## src/b64se_pkg.sv

```systemverilog
// Shared types, constants and the character mapping of the Base64 stream encoder.
package b64se_pkg;

  // Default depth of the job queue between front and back
  localparam int unsigned JobQueueDepth = 2;

  // Alphabet anchors and special characters
  localparam logic [7:0] CharUpperA = 8'h41;  // 'A'
  localparam logic [7:0] CharLowerA = 8'h61;  // 'a'
  localparam logic [7:0] CharDigit0 = 8'h30;  // '0'
  localparam logic [7:0] CharPlus   = 8'h2B;  // '+'
  localparam logic [7:0] CharSlash  = 8'h2F;  // '/'
  localparam logic [7:0] CharPad    = 8'h3D;  // '='

  // Sextet range boundaries
  localparam logic [5:0] SextetLowerStart = 6'd26;
  localparam logic [5:0] SextetDigitStart = 6'd52;
  localparam logic [5:0] SextetPlus       = 6'd62;

  // Position of the next byte within its three-byte group
  typedef enum logic [1:0] {
    PhaseFirst  = 2'd0,
    PhaseSecond = 2'd1,
    PhaseThird  = 2'd2
  } phase_e;

  // Input transaction payload
  typedef struct packed {
    logic [7:0] data_byte;
    logic       final_byte;
  } in_item_t;

  // Output transaction payload
  typedef struct packed {
    logic [7:0] code_char;
    logic       end_of_text;
  } out_item_t;

  // Characters produced by one input byte
  typedef struct packed {
    logic [3:0][7:0] chars;
    logic [1:0]      last_idx;
    logic            final_job;
  } job_t;

  // Map a sextet onto the standard alphabet
  function automatic logic [7:0] sextet_char(logic [5:0] v);
    logic [7:0] w;
    logic [7:0] c;
    w = {2'b00, v};
    if (v < SextetLowerStart) begin
      c = CharUpperA + w;
    end else if (v < SextetDigitStart) begin
      c = CharLowerA + (w - {2'b00, SextetLowerStart});
    end else if (v < SextetPlus) begin
      c = CharDigit0 + (w - {2'b00, SextetDigitStart});
    end else if (v == SextetPlus) begin
      c = CharPlus;
    end else begin
      c = CharSlash;
    end
    return c;
  endfunction

endpackage

```

## src/base64_stream_encoder.sv

```systemverilog
// Top level of the streaming Base64 encoder.
//
//  channel | dir | handshake                  | payload
//  --------+-----+----------------------------+-----------------------------------
//  in      | in  | in_valid_i / in_ready_o    | in_item_i  (data_byte, final_byte)
//  out     | out | out_valid_o / out_ready_i  | out_item_o (code_char, end_of_text)
//
// Each byte yields 1 to 4 characters, four for a whole three-byte group; the output
// sends one character per cycle while out_ready_i is high and a job is waiting.
// The first character of a byte passes through the job queue, then the output register.
// Bytes are taken while the job queue has room, also while the output stalls.
// Reset returns to the start of a group with an empty queue and no output.
module base64_stream_encoder
  import b64se_pkg::*;
#(
  parameter int unsigned JobDepth = JobQueueDepth
) (
  input  logic      clk_i,
  input  logic      rst_ni,
  input  logic      in_valid_i,
  output logic      in_ready_o,
  input  in_item_t  in_item_i,
  output logic      out_valid_o,
  input  logic      out_ready_i,
  output out_item_t out_item_o
);

  logic push_valid, push_ready;
  job_t push_job;
  logic pop_valid, pop_ready;
  job_t pop_job;

  b64se_front u_front (
    .clk_i       (clk_i),
    .rst_ni      (rst_ni),
    .in_valid_i  (in_valid_i),
    .in_ready_o  (in_ready_o),
    .in_item_i   (in_item_i),
    .job_valid_o (push_valid),
    .job_ready_i (push_ready),
    .job_o       (push_job)
  );

  b64se_fifo #(
    .Depth (JobDepth)
  ) u_fifo (
    .clk_i        (clk_i),
    .rst_ni       (rst_ni),
    .push_valid_i (push_valid),
    .push_ready_o (push_ready),
    .push_data_i  (push_job),
    .pop_valid_o  (pop_valid),
    .pop_ready_i  (pop_ready),
    .pop_data_o   (pop_job)
  );

  b64se_back u_back (
    .clk_i       (clk_i),
    .rst_ni      (rst_ni),
    .job_valid_i (pop_valid),
    .job_ready_o (pop_ready),
    .job_i       (pop_job),
    .out_valid_o (out_valid_o),
    .out_ready_i (out_ready_i),
    .out_item_o  (out_item_o)
  );

endmodule

```

## src/b64se_front.sv

```systemverilog
// Front end: takes bytes, tracks group position and leftover bits, builds character jobs.
module b64se_front
  import b64se_pkg::*;
(
  input  logic     clk_i,
  input  logic     rst_ni,
  input  logic     in_valid_i,
  output logic     in_ready_o,
  input  in_item_t in_item_i,
  output logic     job_valid_o,
  input  logic     job_ready_i,
  output job_t     job_o
);

  phase_e     phase_q, phase_d;
  logic [3:0] left_q, left_d;
  logic       in_fire;
  logic [7:0] b;
  logic       fin;

  assign in_ready_o  = job_ready_i;
  assign job_valid_o = in_valid_i;
  assign in_fire     = in_valid_i && job_ready_i;
  assign b           = in_item_i.data_byte;
  assign fin         = in_item_i.final_byte;

  // Hold group position and leftover bits
  always_ff @(posedge clk_i or negedge rst_ni) begin
    if (!rst_ni) begin
      phase_q <= PhaseFirst;
      left_q  <= 4'd0;
    end else if (in_fire) begin
      phase_q <= phase_d;
      left_q  <= left_d;
    end
  end

  // Split the byte into sextets, add padding on a final byte that ends a partial group
  always_comb begin
    job_o.chars     = {4{CharPad}};
    job_o.last_idx  = 2'd0;
    job_o.final_job = fin;
    phase_d         = PhaseFirst;
    left_d          = 4'd0;
    unique case (phase_q)
      PhaseSecond: begin
        job_o.chars[0] = sextet_char({left_q[1:0], b[7:4]});
        left_d         = b[3:0];
        phase_d        = PhaseThird;
        if (fin) begin
          job_o.chars[1] = sextet_char({b[3:0], 2'b00});
          job_o.chars[2] = CharPad;
          job_o.last_idx = 2'd2;
        end
      end
      PhaseThird: begin
        job_o.chars[0] = sextet_char({left_q, b[7:6]});
        job_o.chars[1] = sextet_char(b[5:0]);
        job_o.last_idx = 2'd1;
        left_d         = 4'd0;
        phase_d        = PhaseFirst;
      end
      default: begin
        job_o.chars[0] = sextet_char(b[7:2]);
        left_d         = {2'b00, b[1:0]};
        phase_d        = PhaseSecond;
        if (fin) begin
          job_o.chars[1] = sextet_char({b[1:0], 4'b0000});
          job_o.chars[2] = CharPad;
          job_o.chars[3] = CharPad;
          job_o.last_idx = 2'd3;
        end
      end
    endcase
    // Restart the group after the last byte
    if (fin) begin
      phase_d = PhaseFirst;
      left_d  = 4'd0;
    end
  end

endmodule

```

## src/b64se_fifo.sv

```systemverilog
// Short job queue between front and back end.
module b64se_fifo
  import b64se_pkg::*;
#(
  parameter int unsigned Depth = JobQueueDepth
) (
  input  logic clk_i,
  input  logic rst_ni,
  input  logic push_valid_i,
  output logic push_ready_o,
  input  job_t push_data_i,
  output logic pop_valid_o,
  input  logic pop_ready_i,
  output job_t pop_data_o
);

  localparam int unsigned PtrW = (Depth > 1) ? $clog2(Depth) : 1;
  localparam int unsigned CntW = $clog2(Depth + 1);
  localparam logic [PtrW-1:0] LastPtr = PtrW'(Depth - 1);
  localparam logic [CntW-1:0] FullCnt = CntW'(Depth);

  job_t            mem_q [Depth];
  logic [PtrW-1:0] wr_ptr_q, rd_ptr_q;
  logic [CntW-1:0] cnt_q;
  logic            push, pop;

  assign push_ready_o = (cnt_q != FullCnt);
  assign pop_valid_o  = (cnt_q != '0);
  assign push         = push_valid_i && push_ready_o;
  assign pop          = pop_valid_o && pop_ready_i;
  assign pop_data_o   = mem_q[rd_ptr_q];

  // Write accepted jobs
  always_ff @(posedge clk_i) begin
    if (push) begin
      mem_q[wr_ptr_q] <= push_data_i;
    end
  end

  // Advance pointers and occupancy
  always_ff @(posedge clk_i or negedge rst_ni) begin
    if (!rst_ni) begin
      wr_ptr_q <= '0;
      rd_ptr_q <= '0;
      cnt_q    <= '0;
    end else begin
      if (push) begin
        wr_ptr_q <= (wr_ptr_q == LastPtr) ? '0 : wr_ptr_q + 1'b1;
      end
      if (pop) begin
        rd_ptr_q <= (rd_ptr_q == LastPtr) ? '0 : rd_ptr_q + 1'b1;
      end
      if (push && !pop) begin
        cnt_q <= cnt_q + 1'b1;
      end else if (pop && !push) begin
        cnt_q <= cnt_q - 1'b1;
      end
    end
  end

endmodule

```

## src/b64se_back.sv

```systemverilog
// Back end: sends job characters through an output register, one per unstalled cycle.
module b64se_back
  import b64se_pkg::*;
(
  input  logic      clk_i,
  input  logic      rst_ni,
  input  logic      job_valid_i,
  output logic      job_ready_o,
  input  job_t      job_i,
  output logic      out_valid_o,
  input  logic      out_ready_i,
  output out_item_t out_item_o
);

  logic [1:0] idx_q;
  logic       out_valid_q;
  out_item_t  out_q;
  logic       load;
  logic       job_done;

  assign load        = job_valid_i && (!out_valid_q || out_ready_i);
  assign job_done    = (idx_q == job_i.last_idx);
  assign job_ready_o = load && job_done;
  assign out_valid_o = out_valid_q;
  assign out_item_o  = out_q;

  // Load the next character into the output register
  always_ff @(posedge clk_i) begin
    if (load) begin
      out_q.code_char   <= job_i.chars[idx_q];
      out_q.end_of_text <= job_i.final_job && job_done;
    end
  end

  // Step through the job and track output occupancy
  always_ff @(posedge clk_i or negedge rst_ni) begin
    if (!rst_ni) begin
      idx_q       <= 2'd0;
      out_valid_q <= 1'b0;
    end else begin
      if (load) begin
        idx_q <= job_done ? 2'd0 : idx_q + 2'd1;
      end
      if (load) begin
        out_valid_q <= 1'b1;
      end else if (out_ready_i) begin
        out_valid_q <= 1'b0;
      end
    end
  end

  // Character index stays within the current job
  assert property (@(posedge clk_i) disable iff (!rst_ni)
    job_valid_i |-> idx_q <= job_i.last_idx)
    else $error("character index beyond job length");

  // A finished job leaves the index at the start
  assert property (@(posedge clk_i) disable iff (!rst_ni)
    job_ready_o |=> idx_q == 2'd0)
    else $error("index not restarted after job");

  // The end-of-text character is always the last one of its job
  assert property (@(posedge clk_i) disable iff (!rst_ni)
    out_valid_q && out_q.end_of_text |-> idx_q == 2'd0)
    else $error("end of text shown mid-job");

endmodule

```

## config.mk

```make
export PLATFORM = sky130hd
export DESIGN_NAME = base64_stream_encoder
export DESIGN_NICKNAME = d
export VERILOG_FILES = /design/src/b64se_pkg.sv /design/src/base64_stream_encoder.sv /design/src/b64se_front.sv /design/src/b64se_fifo.sv /design/src/b64se_back.sv
export SDC_FILE = /design/constraint.sdc
export NUM_CORES = 1
export LEC_CHECK = 0
export ABC_AREA = 1
export BUFFER_PORTS_ARGS = -buffer_cell sky130_fd_sc_hd__buf_2
export CORE_MARGIN = 10
export CORE_UTILIZATION = 40
export DETAILED_ROUTE_END_ITERATION = 10
export GPL_ROUTABILITY_DRIVEN = 0
export PLACE_DENSITY = 0.6
export SYNTH_ARGS = -nofsm -noshare
export SYNTH_HDL_FRONTEND = slang
export SYNTH_SLANG_ARGS = --single-unit
```

## constraint.sdc

```tcl
create_clock -name clk_i -period 5.3 [get_ports clk_i]
set_input_delay 0.795 -clock clk_i [delete_from_list [all_inputs] [get_ports clk_i]]
set_output_delay 0.795 -clock clk_i [all_outputs]
set_load 0.01 [all_outputs]
```

Word level (Yosys, flattened, before mapping)

Memory sizes are Yosys's and may differ from the RTL's.
Cells that the tools add are included.

Flip-flop bits (word level): 22
Bits in latches: 0
Memory bits (writable): 54
ROM bits: 0
Output and inout port bits: 11
Word-level logic and storage cells: 129
Memories: 1

Memory list:

| memory       | words | bits a word | rd ports | clocked after Yosys merged registers in | write ports | line             | source |
|---|---|---|---|---|---|---|---|
| u_fifo.mem_q | 2     | 27          | 1        | 0                                       | 1           | b64se_fifo.sv:22 | `job_t mem_q [Depth];` |

Add/subtract/negate cells: 35
$mul: 0
Div/mod/pow operators: 0
$lt $le $gt $ge: 19
Eq/ne operators: 8
Shifts and indexed selects: 0
Muxes and demuxes: 43
Bitwise gates (word level): 0
Reductions and logical operators: 14

Operators with widths:

| operator                                                   | number |
|---|---|
| 2-to-1 mux 8 bit                                           | 21 |
| less-than comparator 6 bit, second input constant          | 12 |
| adder 6 x 8 -> 8 bit, first input constant                 | 6 |
| adder 7 x 6 -> 8 bit, first input constant                 | 6 |
| adder 7 x 8 -> 8 bit, first input constant                 | 6 |
| subtractor 6 x 5 -> 7 bit, second input constant           | 6 |
| subtractor 6 x 6 -> 7 bit, second input constant           | 6 |
| less-than comparator 6 x 5 -> 1 bit, second input constant | 6 |
| one-hot mux 18 bit (2 select lines)                        | 1 |
| == test 6 bit, second input constant                       | 4 |
| binary-select mux 8 bit (select 2 bit)                     | 1 |
| one-hot mux 8 bit (2 select lines)                         | 1 |
| 2-to-1 mux 2 bit                                           | 6 |
| 2-to-1 mux 3 bit                                           | 4 |
| one-hot mux 4 bit (2 select lines)                         | 1 |
| logical AND 1 bit                                          | 7 |
| 2-to-1 mux 1 bit                                           | 6 |
| nonzero test 2 bit                                         | 3 |
| adder 2 x 1 -> 2 bit, second input constant                | 2 |
| 2-to-1 mux 4 bit                                           | 1 |
| one-hot mux 2 bit (2 select lines)                         | 1 |
| logical NOT 1 bit                                          | 3 |
| less-than comparator 2 x 3 -> 1 bit, second input constant | 1 |
| adder 1 bit, second input constant                         | 2 |
| other kinds (6)                                            | 6 |

Logic depth before layout (Yosys ltp)

Gate-level depths: netlist (run 1).

Depth after elaboration: 8
Gate-level depth with buffers: 17
Mapped depth without buffers: 15

By module

Synthesis (run 1) repeated with hierarchy kept, for this count alone.

Cells, all modules: 848
Area, all modules: 6750.2 um2

By module, submodules not included:

| module      | instances | cells each | area each (um2) |
|---|---|---|---|
| b64se_front | 1         | 555        | 3221.8 |
| b64se_fifo  | 1         | 211        | 2830.2 |
| b64se_back  | 1         | 82         | 698.2 |

Worst setup path before layout (run 1)

No wires, ideal clock.

Kind: in2reg
Start: input in_item_i[2] in the netlist's numbering
End: memory u_fifo.mem_q[0][17] in the netlist's numbering, data pin
Library setup time: 0.260 ns
Arrival: 2.441 ns
Required time: 5.040 ns
Path slack: 2.600 ns
Cell stages on the path: 12
Path buffers: 0
Cells stage by stage: inv_1 > ha_1 > a21o_1 > nand2_1 > inv_1 > or2_2 > ha_1 > xnor2_1 > nand2_1 > nand3_1 > a21oi_1 > a21oi_2

RTL lines:

| what        | line                        | source |
|---|---|---|
| from (decl) | base64_stream_encoder.sv:22 | `input in_item_t in_item_i,` |
| to (decl)   | b64se_fifo.sv:22            |  |

Worst setup path in the final report (run 1)

Start: register u_fifo.rd_ptr_q
End: register u_fifo.cnt_q[1]

Cells in the longest elaborated chain, start to end: 7
Elaborated cells on any way between the ends: 9

RTL lines:

| what                                                   | line             | source |
|---|---|---|
| from (decl)                                            | b64se_fifo.sv:23 | `logic [PtrW-1:0] wr_ptr_q, rd_ptr_q;` |
| from (signal assigned)                                 | b64se_fifo.sv:51 | `rd_ptr_q <= (rd_ptr_q == LastPtr) ? '0 : rd_ptr_q + 1'b1;` |
| memory read (2 x 27 bit) (*)                           | n/a              |  |
| == test 2 bit (*)                                      | b64se_back.sv:22 | `assign job_done = (idx_q == job_i.last_idx);` |
| logical AND 1 bit (*)                                  | b64se_back.sv:23 | `assign job_ready_o = load && job_done;` |
| logical AND 1 bit (*)                                  | b64se_fifo.sv:30 | `assign pop = pop_valid_o && pop_ready_i;` |
| logical NOT 1 bit                                      | b64se_fifo.sv:53 | `if (push && !pop) begin` |
| logical AND 1 bit                                      | b64se_fifo.sv:53 |  |
| 2-to-1 mux 2 bit or nonzero test 2 bit (tied branches) | n/a              |  |
| to (signal assigned)                                   | b64se_fifo.sv:54 | `cnt_q <= cnt_q + 1'b1;` |
| to (signal assigned)                                   | b64se_fifo.sv:56 | `cnt_q <= cnt_q - 1'b1;` |
| to (decl)                                              | b64se_fifo.sv:24 | `logic [CntW-1:0] cnt_q;` |

Every way passes the cells marked *; elsewhere a longest branch is shown, timed or not.
A chain may end at the register's enable or synchronous reset.

==> qor.txt, run 1 <==
status - finished clean
PwrDens - 461 nW/um2
Avg Inst Size Synth - 7.58 um2
R2R Path End - u_fifo.cnt_q[1]
Area Overhead vs Synth - 9.58%
Hold Fails Final Rpt - 0
vias - 4577
Hold WC Path Type - in -> async
clock sinks - 60
vias per std cell - 5.22
final wirelength - 13200 um
DRC viols - 0
clock latency at the later pin of the worst-skew pair - 0.32 ns
Post-CTS Setup Bufs - 0
Wirelength per Cell - 15.1 um
grt total ovfl - 0
clock-pin slew on the worst setup and hold paths - 0.05 ns
DPL Wire Length - 10100 um
first-pass GRT wire length - 21800 um
post-route clock period utilization - 53.2%
final setup TNS - 0 ns
num rows - 41
Yosys warning total - 0
number of port buffers - 23
max_slew headroom - 29.9%
diodes inserted - 0
Yosys reg bits - 60
post-synth cell types - 46
root buffer cell - clkbuf_16
Tmin final - 2.82 ns
die area - 17900 um2
Leak - 2.58 nW
Max IR drop VDD - 150 uV
Hold Buf Count CTS - 0
CTS Buf Count - 9
Setup crit end kind - register
Core Area - 12700 um2
PostCTS Resize Cnt - 0
drt pass-1 iters - 4
cells after synthesis - 684
most common cell after layout, fill and taps aside - nand2_1
RSZ-0062 raised after global routing - false
Reg area - 1740 um2
Placed Instances - 860
startpoint types - register
R2R cell count - 9
Final Util - 44.8%
sequential area share after synthesis - 33.5%
CTS H-tree lvls - 3
Max Cap Viol - 0
CTS max path bufs - 2
Filler cells - 1260
Post-Syn Area - 5180 um2
die height - 134 um
critical path peak fanout - 20
CTS tree - done
Initial Util - 40.9%
fin nets - 760
DIE WIDTH - 134 um
initial DRC count - 316
share of layout cells above drive strength 1 - 11.8%
Worst-Margin Slew - 1.05 ns
initial antenna violation count - 0
post-route non-filler standard cell count - 876
Final ANT Viol Nets - 0
r2r startpoint - u_fifo.rd_ptr_q
largest net degree at the start of global routing - 21
kind of critical path - reg -> reg
Worst EP arrival - 3.01 ns
critical path required time - 5.49 ns
vias in the first global route - 4404
Final Setup Violations - 0
FMAX - 355 MHz
syn_nets - 745
area of the multi-input gates - 3000 um2
Slew Limit Fails - 0
Ports - 24
r2r setup slk - 2.48 ns
Final Skew - 0.00510 ns
gr usage total - 14.6%
most frequent cells in the layout - nand2_1 (160), nor2_1 (69), inv_1 (64)
synthesized netlist by cell type (all sizes together):
master | n | area (um2)
clkinv | 3 | 11.3
nor3b | 1 | 7.51
o21ai | 53 | 284
o2111ai | 2 | 17.5
xor2 | 21 | 199
a311oi | 1 | 8.76
dfrtp | 13 | 325
a21o | 2 | 15.0
edfxtp | 47 | 1410
or2 | 4 | 25.0
a21oi | 48 | 274
ha | 48 | 601
o211ai | 6 | 45.0
buf | 18 | 130
nand3b | 1 | 7.51
clkbuf | 3 | 11.3
a211oi | 1 | 7.51
nand4 | 9 | 56.3
nor2 | 73 | 289
o311ai | 7 | 61.3
nand2 | 170 | 663
xnor2 | 10 | 87.6
o31ai | 1 | 7.51
nor3 | 3 | 20.0
o22ai | 3 | 18.8
inv | 79 | 299
a31oi | 3 | 18.8
o221ai | 2 | 17.5
nand3 | 52 | 265
registers in the layout (all words and copies together), names as in the netlist, 2 cells and up:
register / flops
u_fifo.mem_q: 38
u_front.phase_q: 2
u_front.left_q: 4
u_back.idx_q: 2
u_fifo.cnt_q: 2
u_back.out_item_o: 9
worst max path at each step:
stage                                from             endpoint  slack (ns)  cells past startpoint
after floorplan              in_item_i[2]  u_fifo.mem_q[0][17]        2.60                     12
after global placement        out_ready_i      u_fifo.cnt_q[1]        2.28                      8
after detailed placement     in_item_i[2]  u_fifo.mem_q[1][17]        2.18                     13
after CTS                 u_fifo.rd_ptr_q      u_fifo.cnt_q[1]        2.42                      9
after global routing         in_item_i[8]   u_fifo.mem_q[0][9]        2.27                     16
final                     u_fifo.rd_ptr_q      u_fifo.cnt_q[1]        2.48                      9
critical path, stage by stage (launching register included):
cell,delay [ns]
dfrtp_1,0.74
inv_1,0.48
nand2_1,0.14
nand2_1,0.07
xor2_1,0.20
nand3_1,0.24
ha_1,0.42
a21oi_1,0.11
o21ai_0,0.11
xor2_1,0.16
logic make-up after synthesis:
| logic type | Yosys count | share of synthesized area, % |
|---|---|---|
| and+or+nand+nor | 313 | 25.7 |
| AOI/OAI and AO/OA | 129 | 15.0 |
| buffers and inverters | 103 | 8.71 |
| DFF | 60 | 33.5 |
| adders and majority gates | 48 | 11.6 |
| xor gates and xnor gates | 31 | 5.53 |
area by class of cell:
type,instances,share of cell area [%]
Tap cell,172,3.79
Multi-Input combinational cell,521,52.7
Timing Repair Buffer,25,2.29
Clock inverter,1,0.0881
Inverter,82,5.46
Sequential cell,60,30.6
Clock buffer,15,5.06
where the power goes:
part	total [mW]	leakage [nW]	switching, mW	internal, mW
logic	1.18	1.83	0.800	0.382
clock network	0.544	0.146	0.179	0.366
registers	0.891	0.603	0.113	0.778
total	2.62	2.58	1.09	1.53
layer usage:
| layer | global-route usage (%) | vias to the layer above | share of wire (%) |
|---|---|---|---|
| li1 | - | 2323 | - |
| met1 | 18.6 | 2114 | 46 |
| met2 | 24.6 | 115 | 47 |
| met3 | 2.20 | 25 | 4.1 |
| met4 | 5.44 | 0 | 2.3 |
| met5 | 0 | - | 0 |
stage by stage:
step           setup slack, ns  instance area, um2  total power, mW  hold slack [ns]
2_1_floorplan             2.60                5180             1.76            0.446
3_3_place_gp              2.28                5390             2.05            0.460
3_5_place_dp              2.18                5390             2.08            0.463
4_1_cts                   2.42                5680             2.63            0.364
5_1_grt                   2.27                5680             2.84            0.378
6_report                  2.48                5680             2.62            0.356
Power figures use the tool's default switching activity.
==> inputs of run 2 (changes only) <==
- clock period: 5.3 -> 2.6 ns (I/O delays scaled with it)
==> run 2 against run 1 <==
Worst hold slack got worse by 0.091 ns; clock skew grew 0.0021 ns; combinational power grew 120%; first-iteration DRC count is 73% higher; global-route usage is 0.69 points higher; final area grew 3.1%; highest routed layer unchanged.
==> qor.txt, run 2 (synthesis gave the netlist of run 1 again) <==
CTS max path bufs - 2
Leak - 2.69 nW
critical path required time - 2.71 ns
fin nets - 780
WHS Path Cells - 2
hold path start - out_ready_i
DRC viols - 0
clock-pin slew on the worst setup and hold paths - 0.05 ns
Initial Util - 40.9%
RSZ-0062 raised after global routing - false
initial antenna violation count - 0
Critical Path Most Common Cell - inv_1
FMAX - 442 MHz
first-pass GRT wire length - 22500 um
die area - 17900 um2
most frequent cells in the layout - nand2_1 (160), nor2_1 (69), inv_1 (64)
grt total ovfl - 0
Crit path max-delay family - compound AO/OA/AOI/OAI gates
most common cell after layout, fill and taps aside - nand2_1
Max Cap Viol - 0
Pwr Total - 5.59 mW
critical path depth - 10
clock latency at the later pin of the worst-skew pair - 0.33 ns
CTS Buf Count - 9
kind of critical path - reg -> reg
initial DRC count - 546
Psw - 2.28 mW
Gate power share - 46.7%
clock power share - 21.8%
clock sinks - 60
Placed Instances - 879
die height - 134 um
CTS H-tree lvls - 3
R2R cell count - 10
final setup TNS - 0 ns
root buffer cell - clkbuf_16
worst path bufs/invs - 3
critical path peak fanout - 8
register share of total power - 31.5%
status - finished clean
vias in the first global route - 4544
share of layout cells above drive strength 1 - 14.1%
P_int - 3.31 mW
DIE WIDTH - 134 um
vias - 4709
post-route clock period utilization - 87.0%
Final Skew - 0.00723 ns
Final Setup Violations - 0
largest net degree at the start of global routing - 21
switching power share of the total - 40.8%
PwrDens - 955 nW/um2
number of port buffers - 23
Worst EP arrival - 2.37 ns
Hold Fails Final Rpt - 0
diodes inserted - 0
num rows - 41
vias per std cell - 5.26
Hold WC Path Type - in -> reg
Area Overhead vs Synth - 13.0%
Worst-Margin Slew - 0.409 ns
r2r startpoint - u_front.left_q[0]
Reg with most FFs - u_fifo.mem_q
crit path from - u_front.left_q[0]
Ports - 24
CP peak stage delay - 0.41 ns
Tmin final - 2.26 ns
area post-placement - 5530 um2
DPL Wire Length - 10600 um
post-route non-filler standard cell count - 896
Setup crit end kind - register
final non-filler cell area - 5860 um2
Critical-path top delay cell - dfrtp_1
final wirelength - 13700 um
Wirelength per Cell - 15.3 um
Final ANT Viol Nets - 0
CTS tree - done
crit path cell chain - inv_1 -> ha_1 -> inv_1 -> nand3_1 -> nand2_2 -> inv_1 -> a21oi_1 -> o21ai_0 -> o211ai_1 -> a31oi_1
Max IR drop VDD - 328 uV
gr usage total - 15.3%
Core Area - 12700 um2
Slew Limit Fails - 0
startpoint types - register
max_slew headroom - 72.4%
drt pass-1 iters - 5
max reg flops - 38
==> run 2: cell types whose count changed in the layout (fill, tap and decap cells not counted), sizes merged <==
cell	delta
bufinv	+1
dlygate4sd3	+1
buf	+19
clkinv	-1
==> run 2: cell type report <==
class                   count  area [um2]
clock buffers              15         288
well taps                 172         215
repair buffers             45         283
flip-flops and latches     60        1740
inverters                  82         310
clock inverters             1        30.0
fillers                  1229        6810
multi-input cells         521        3000
==> run 2: power groups by stage <==
stage,clock network (mW),registers (mW),logic [mW]
6_report,1.22,1.76,2.61
5_1_grt,1.28,1.80,2.93
4_1_cts,1.23,1.76,2.60
3_5_place_dp,0,1.77,2.59
3_3_place_gp,0,1.77,2.54
2_1_floorplan,0,1.75,1.83
==> run 2: timing repair <==
action / in CTS / in global routing
hold buffers: 1 / 0
hold endpoints to repair: 13 / 0
gates resized for setup: 0 / 0
buffers inserted: 0 / 0
==> run 2: worst paths after layout <==
check	to	slack [ns]
setup / recovery	u_fifo.mem_q[1][4]	0.34
max in group asynchronous	u_back.out_valid_o	1.88
setup reg to reg	u_fifo.mem_q[1][4]	0.34
hold reg to reg	u_fifo.cnt_q[0]	0.49
min in group asynchronous	u_back.idx_q[1]	0.49
hold / removal	u_back.out_valid_o	0.26
==> run 2: through the flow <==
stage	setup slack [ns]	hold slack (ns)	utilization, %
6_report	0.338	0.264	46.2
5_1_grt	0.146	0.263	46.2
4_1_cts	0.358	0.257	46.2
3_5_place_dp	0.134	0.299	43.7
3_3_place_gp	0.221	0.296	43.7
2_1_floorplan	0.305	0.0944	-
==> run 2: per-layer routing <==
metal	share of wire (%)	routed length [um]	vias up	GRT usage, %
met5	0	0	-	0
met4	3.4	472	0	7.98
met3	4.7	644	35	2.50
met2	46	6350	160	24.2
met1	46	6280	2168	19.8
li1	-	-	2346	-
==> run 2: worst reg2reg max path, cell delays in order, from the launching register on <==
cell and delay, ns:
dfrtp_1 0.41, inv_1 0.26, ha_1 0.26, inv_1 0.07, nand3_1 0.08, nand2_2 0.11, inv_1 0.23, a21oi_1 0.07
o21ai_0 0.10, o211ai_1 0.15, a31oi_1 0.31
==> inputs of run 3 (changes only) <==
- CORE_ASPECT_RATIO: default -> 0.5
==> run 3 against run 2 <==
Worst hold slack got worse by 0.0089 ns; clock-buffer cell count fell by 1; clock power decreased by 11%; largest power group unchanged; non-clock buffer count rose by 5; critical path depth is 4 higher; final area about the same; flip-flop and latch count unchanged; critical path type unchanged; largest cell class unchanged; first-iteration DRC count fell by 27%.
==> qor.txt, run 3 (synthesis gave the netlist of run 1 again) <==
status - finished clean
most frequent cells in the layout - nand2_1 (160), nor2_1 (69), inv_1 (64)
max_slew headroom - 69.9%
largest net degree at the start of global routing - 20
Tmin final - 2.38 ns
fin nets - 785
CTS max path bufs - 2
Max IR drop VDD - 557 uV
Final Setup Violations - 0
vias in the first global route - 4418
Slew Limit Fails - 0
Reg with most FFs - u_fifo.mem_q
max reg flops - 38
clock sinks - 60
Setup crit end kind - register
DPL Wire Length - 10700 um
CP peak stage delay - 0.50 ns
num rows - 29
Wirelength per Cell - 15.5 um
Leak - 2.70 nW
Pwr Total - 5.55 mW
vias - 4692
area of the multi-input gates - 3000 um2
DIE WIDTH - 181 um
die area - 18200 um2
crit path cell chain - ha_1 -> inv_2 -> nand2_1 -> nand2_1 -> nand2_1 -> ha_1 -> xor2_1 -> inv_1 -> a21oi_1 -> nand3_1 -> nand2_1 -> nand2_1 -> inv_1 -> nand2_1
Critical-path top delay cell - dfrtp_1
vias per std cell - 5.22
min setup slack post-route - 0.218 ns
Area Overhead vs Synth - 13.0%
Initial Util - 40.9%
Setup WS pre-CTS - 0.118 ns
Core Area - 12700 um2
root buffer cell - clkbuf_16
clock-pin slew on the worst setup and hold paths - 0.05 ns
FMAX - 420 MHz
diodes inserted - 0
kind of critical path - reg -> reg
final non-filler cell area - 5860 um2
Hold WC Path Type - in -> reg
Hold Fails Final Rpt - 0
initial DRC count - 400
Final Skew - 0.00862 ns
share of layout cells above drive strength 1 - 14.7%
Max Cap Viol - 0
startpoint types - register
clock latency at the later pin of the worst-skew pair - 0.32 ns
r2r startpoint - u_front.left_q[0]
die height - 101 um
most common cell after layout, fill and taps aside - nand2_1
first-pass GRT wire length - 22800 um
R2R cell count - 14
Worst EP arrival - 2.44 ns
grt total ovfl - 0
Filler cells - 1284
Final ANT Viol Nets - 0
hold path start - out_ready_i
post-route clock period utilization - 91.6%
R2R Path End - u_fifo.mem_q[1][9]
final setup TNS - 0 ns
Worst-Margin Slew - 0.444 ns
initial antenna violation count - 0
Critical Path Most Common Cell - nand2_1
Reg area - 1740 um2
critical path required time - 2.66 ns
worst path bufs/invs - 3
crit path from - u_front.left_q[0]
critical path peak fanout - 7
Ports - 24
CTS tree - done
final wirelength - 13900 um
RSZ-0062 raised after global routing - false
r2r setup slk - 0.22 ns
Crit path max-delay family - simple AND/OR/NAND/NOR gates
DRC viols - 0
CP endpoint - u_fifo.mem_q[1][9]
CTS Buf Count - 9
area post-placement - 5570 um2
CTS H-tree lvls - 3
hold_ws - 0.255 ns
critical path depth - 14
drt pass-1 iters - 5
PwrDens - 947 nW/um2
number of port buffers - 23
gr usage total - 15.1%
## run 3: changes by cell type in the layout (fill, tap and decap cells not counted)
cell,change
bufinv_16,-1
clkinv_2,+2
clkbuf_8,-1
buf_4,+5
## run 3: cell type report
cell class / instances / area share (%)
multi-input cells: 521 / 51.1
inverters: 82 / 5.29
repair buffers: 50 / 5.47
well taps: 170 / 3.63
flip-flops and latches: 60 / 29.6
clock buffers: 14 / 4.68
clock inverters: 2 / 0.171
## run 3: where the power goes
| group | switching [mW] | internal, mW |
|---|---|---|
| Sequential | 0.184 | 1.58 |
| Combinational | 1.78 | 0.908 |
| Clock | 0.373 | 0.718 |
## run 3: worst min-delay path by stage
| stage | end | slack (ns) | cells after the start |
|---|---|---|---|
| 5_1_grt | u_back.out_valid_o | 0.29 | 2 |
| 2_1_floorplan | u_back.idx_q[0] | 0.09 | 0 |
| 3_3_place_gp | u_back.idx_q[0] | 0.29 | 1 |
| 6_report | u_back.out_valid_o | 0.26 | 2 |
| 3_5_place_dp | u_back.idx_q[0] | 0.30 | 1 |
| 4_1_cts | u_back.out_valid_o | 0.25 | 2 |
## run 3: routing by layer
metal	vias to the layer above	wire (um)	GRT usage, %
met2	135	6090	24.0
met3	14	907	2.19
li1	2363	-	-
met4	0	140	3.73
met1	2180	6800	21.2
met5	-	0	0
## run 3: repair_timing
action                                 in CTS  in global routing
endpoints found under the hold margin      13                  0
resized for setup                           0                  0
buffers inserted                            0                  0
hold buffers                                1                  0
## run 3: stage by stage
stage                     util [%]  std cells
after CTS                     46.3        899
after floorplan                  -        684
after global routing          46.3        899
final                         46.3        899
after global placement        44.0        882
after detailed placement      44.0        882
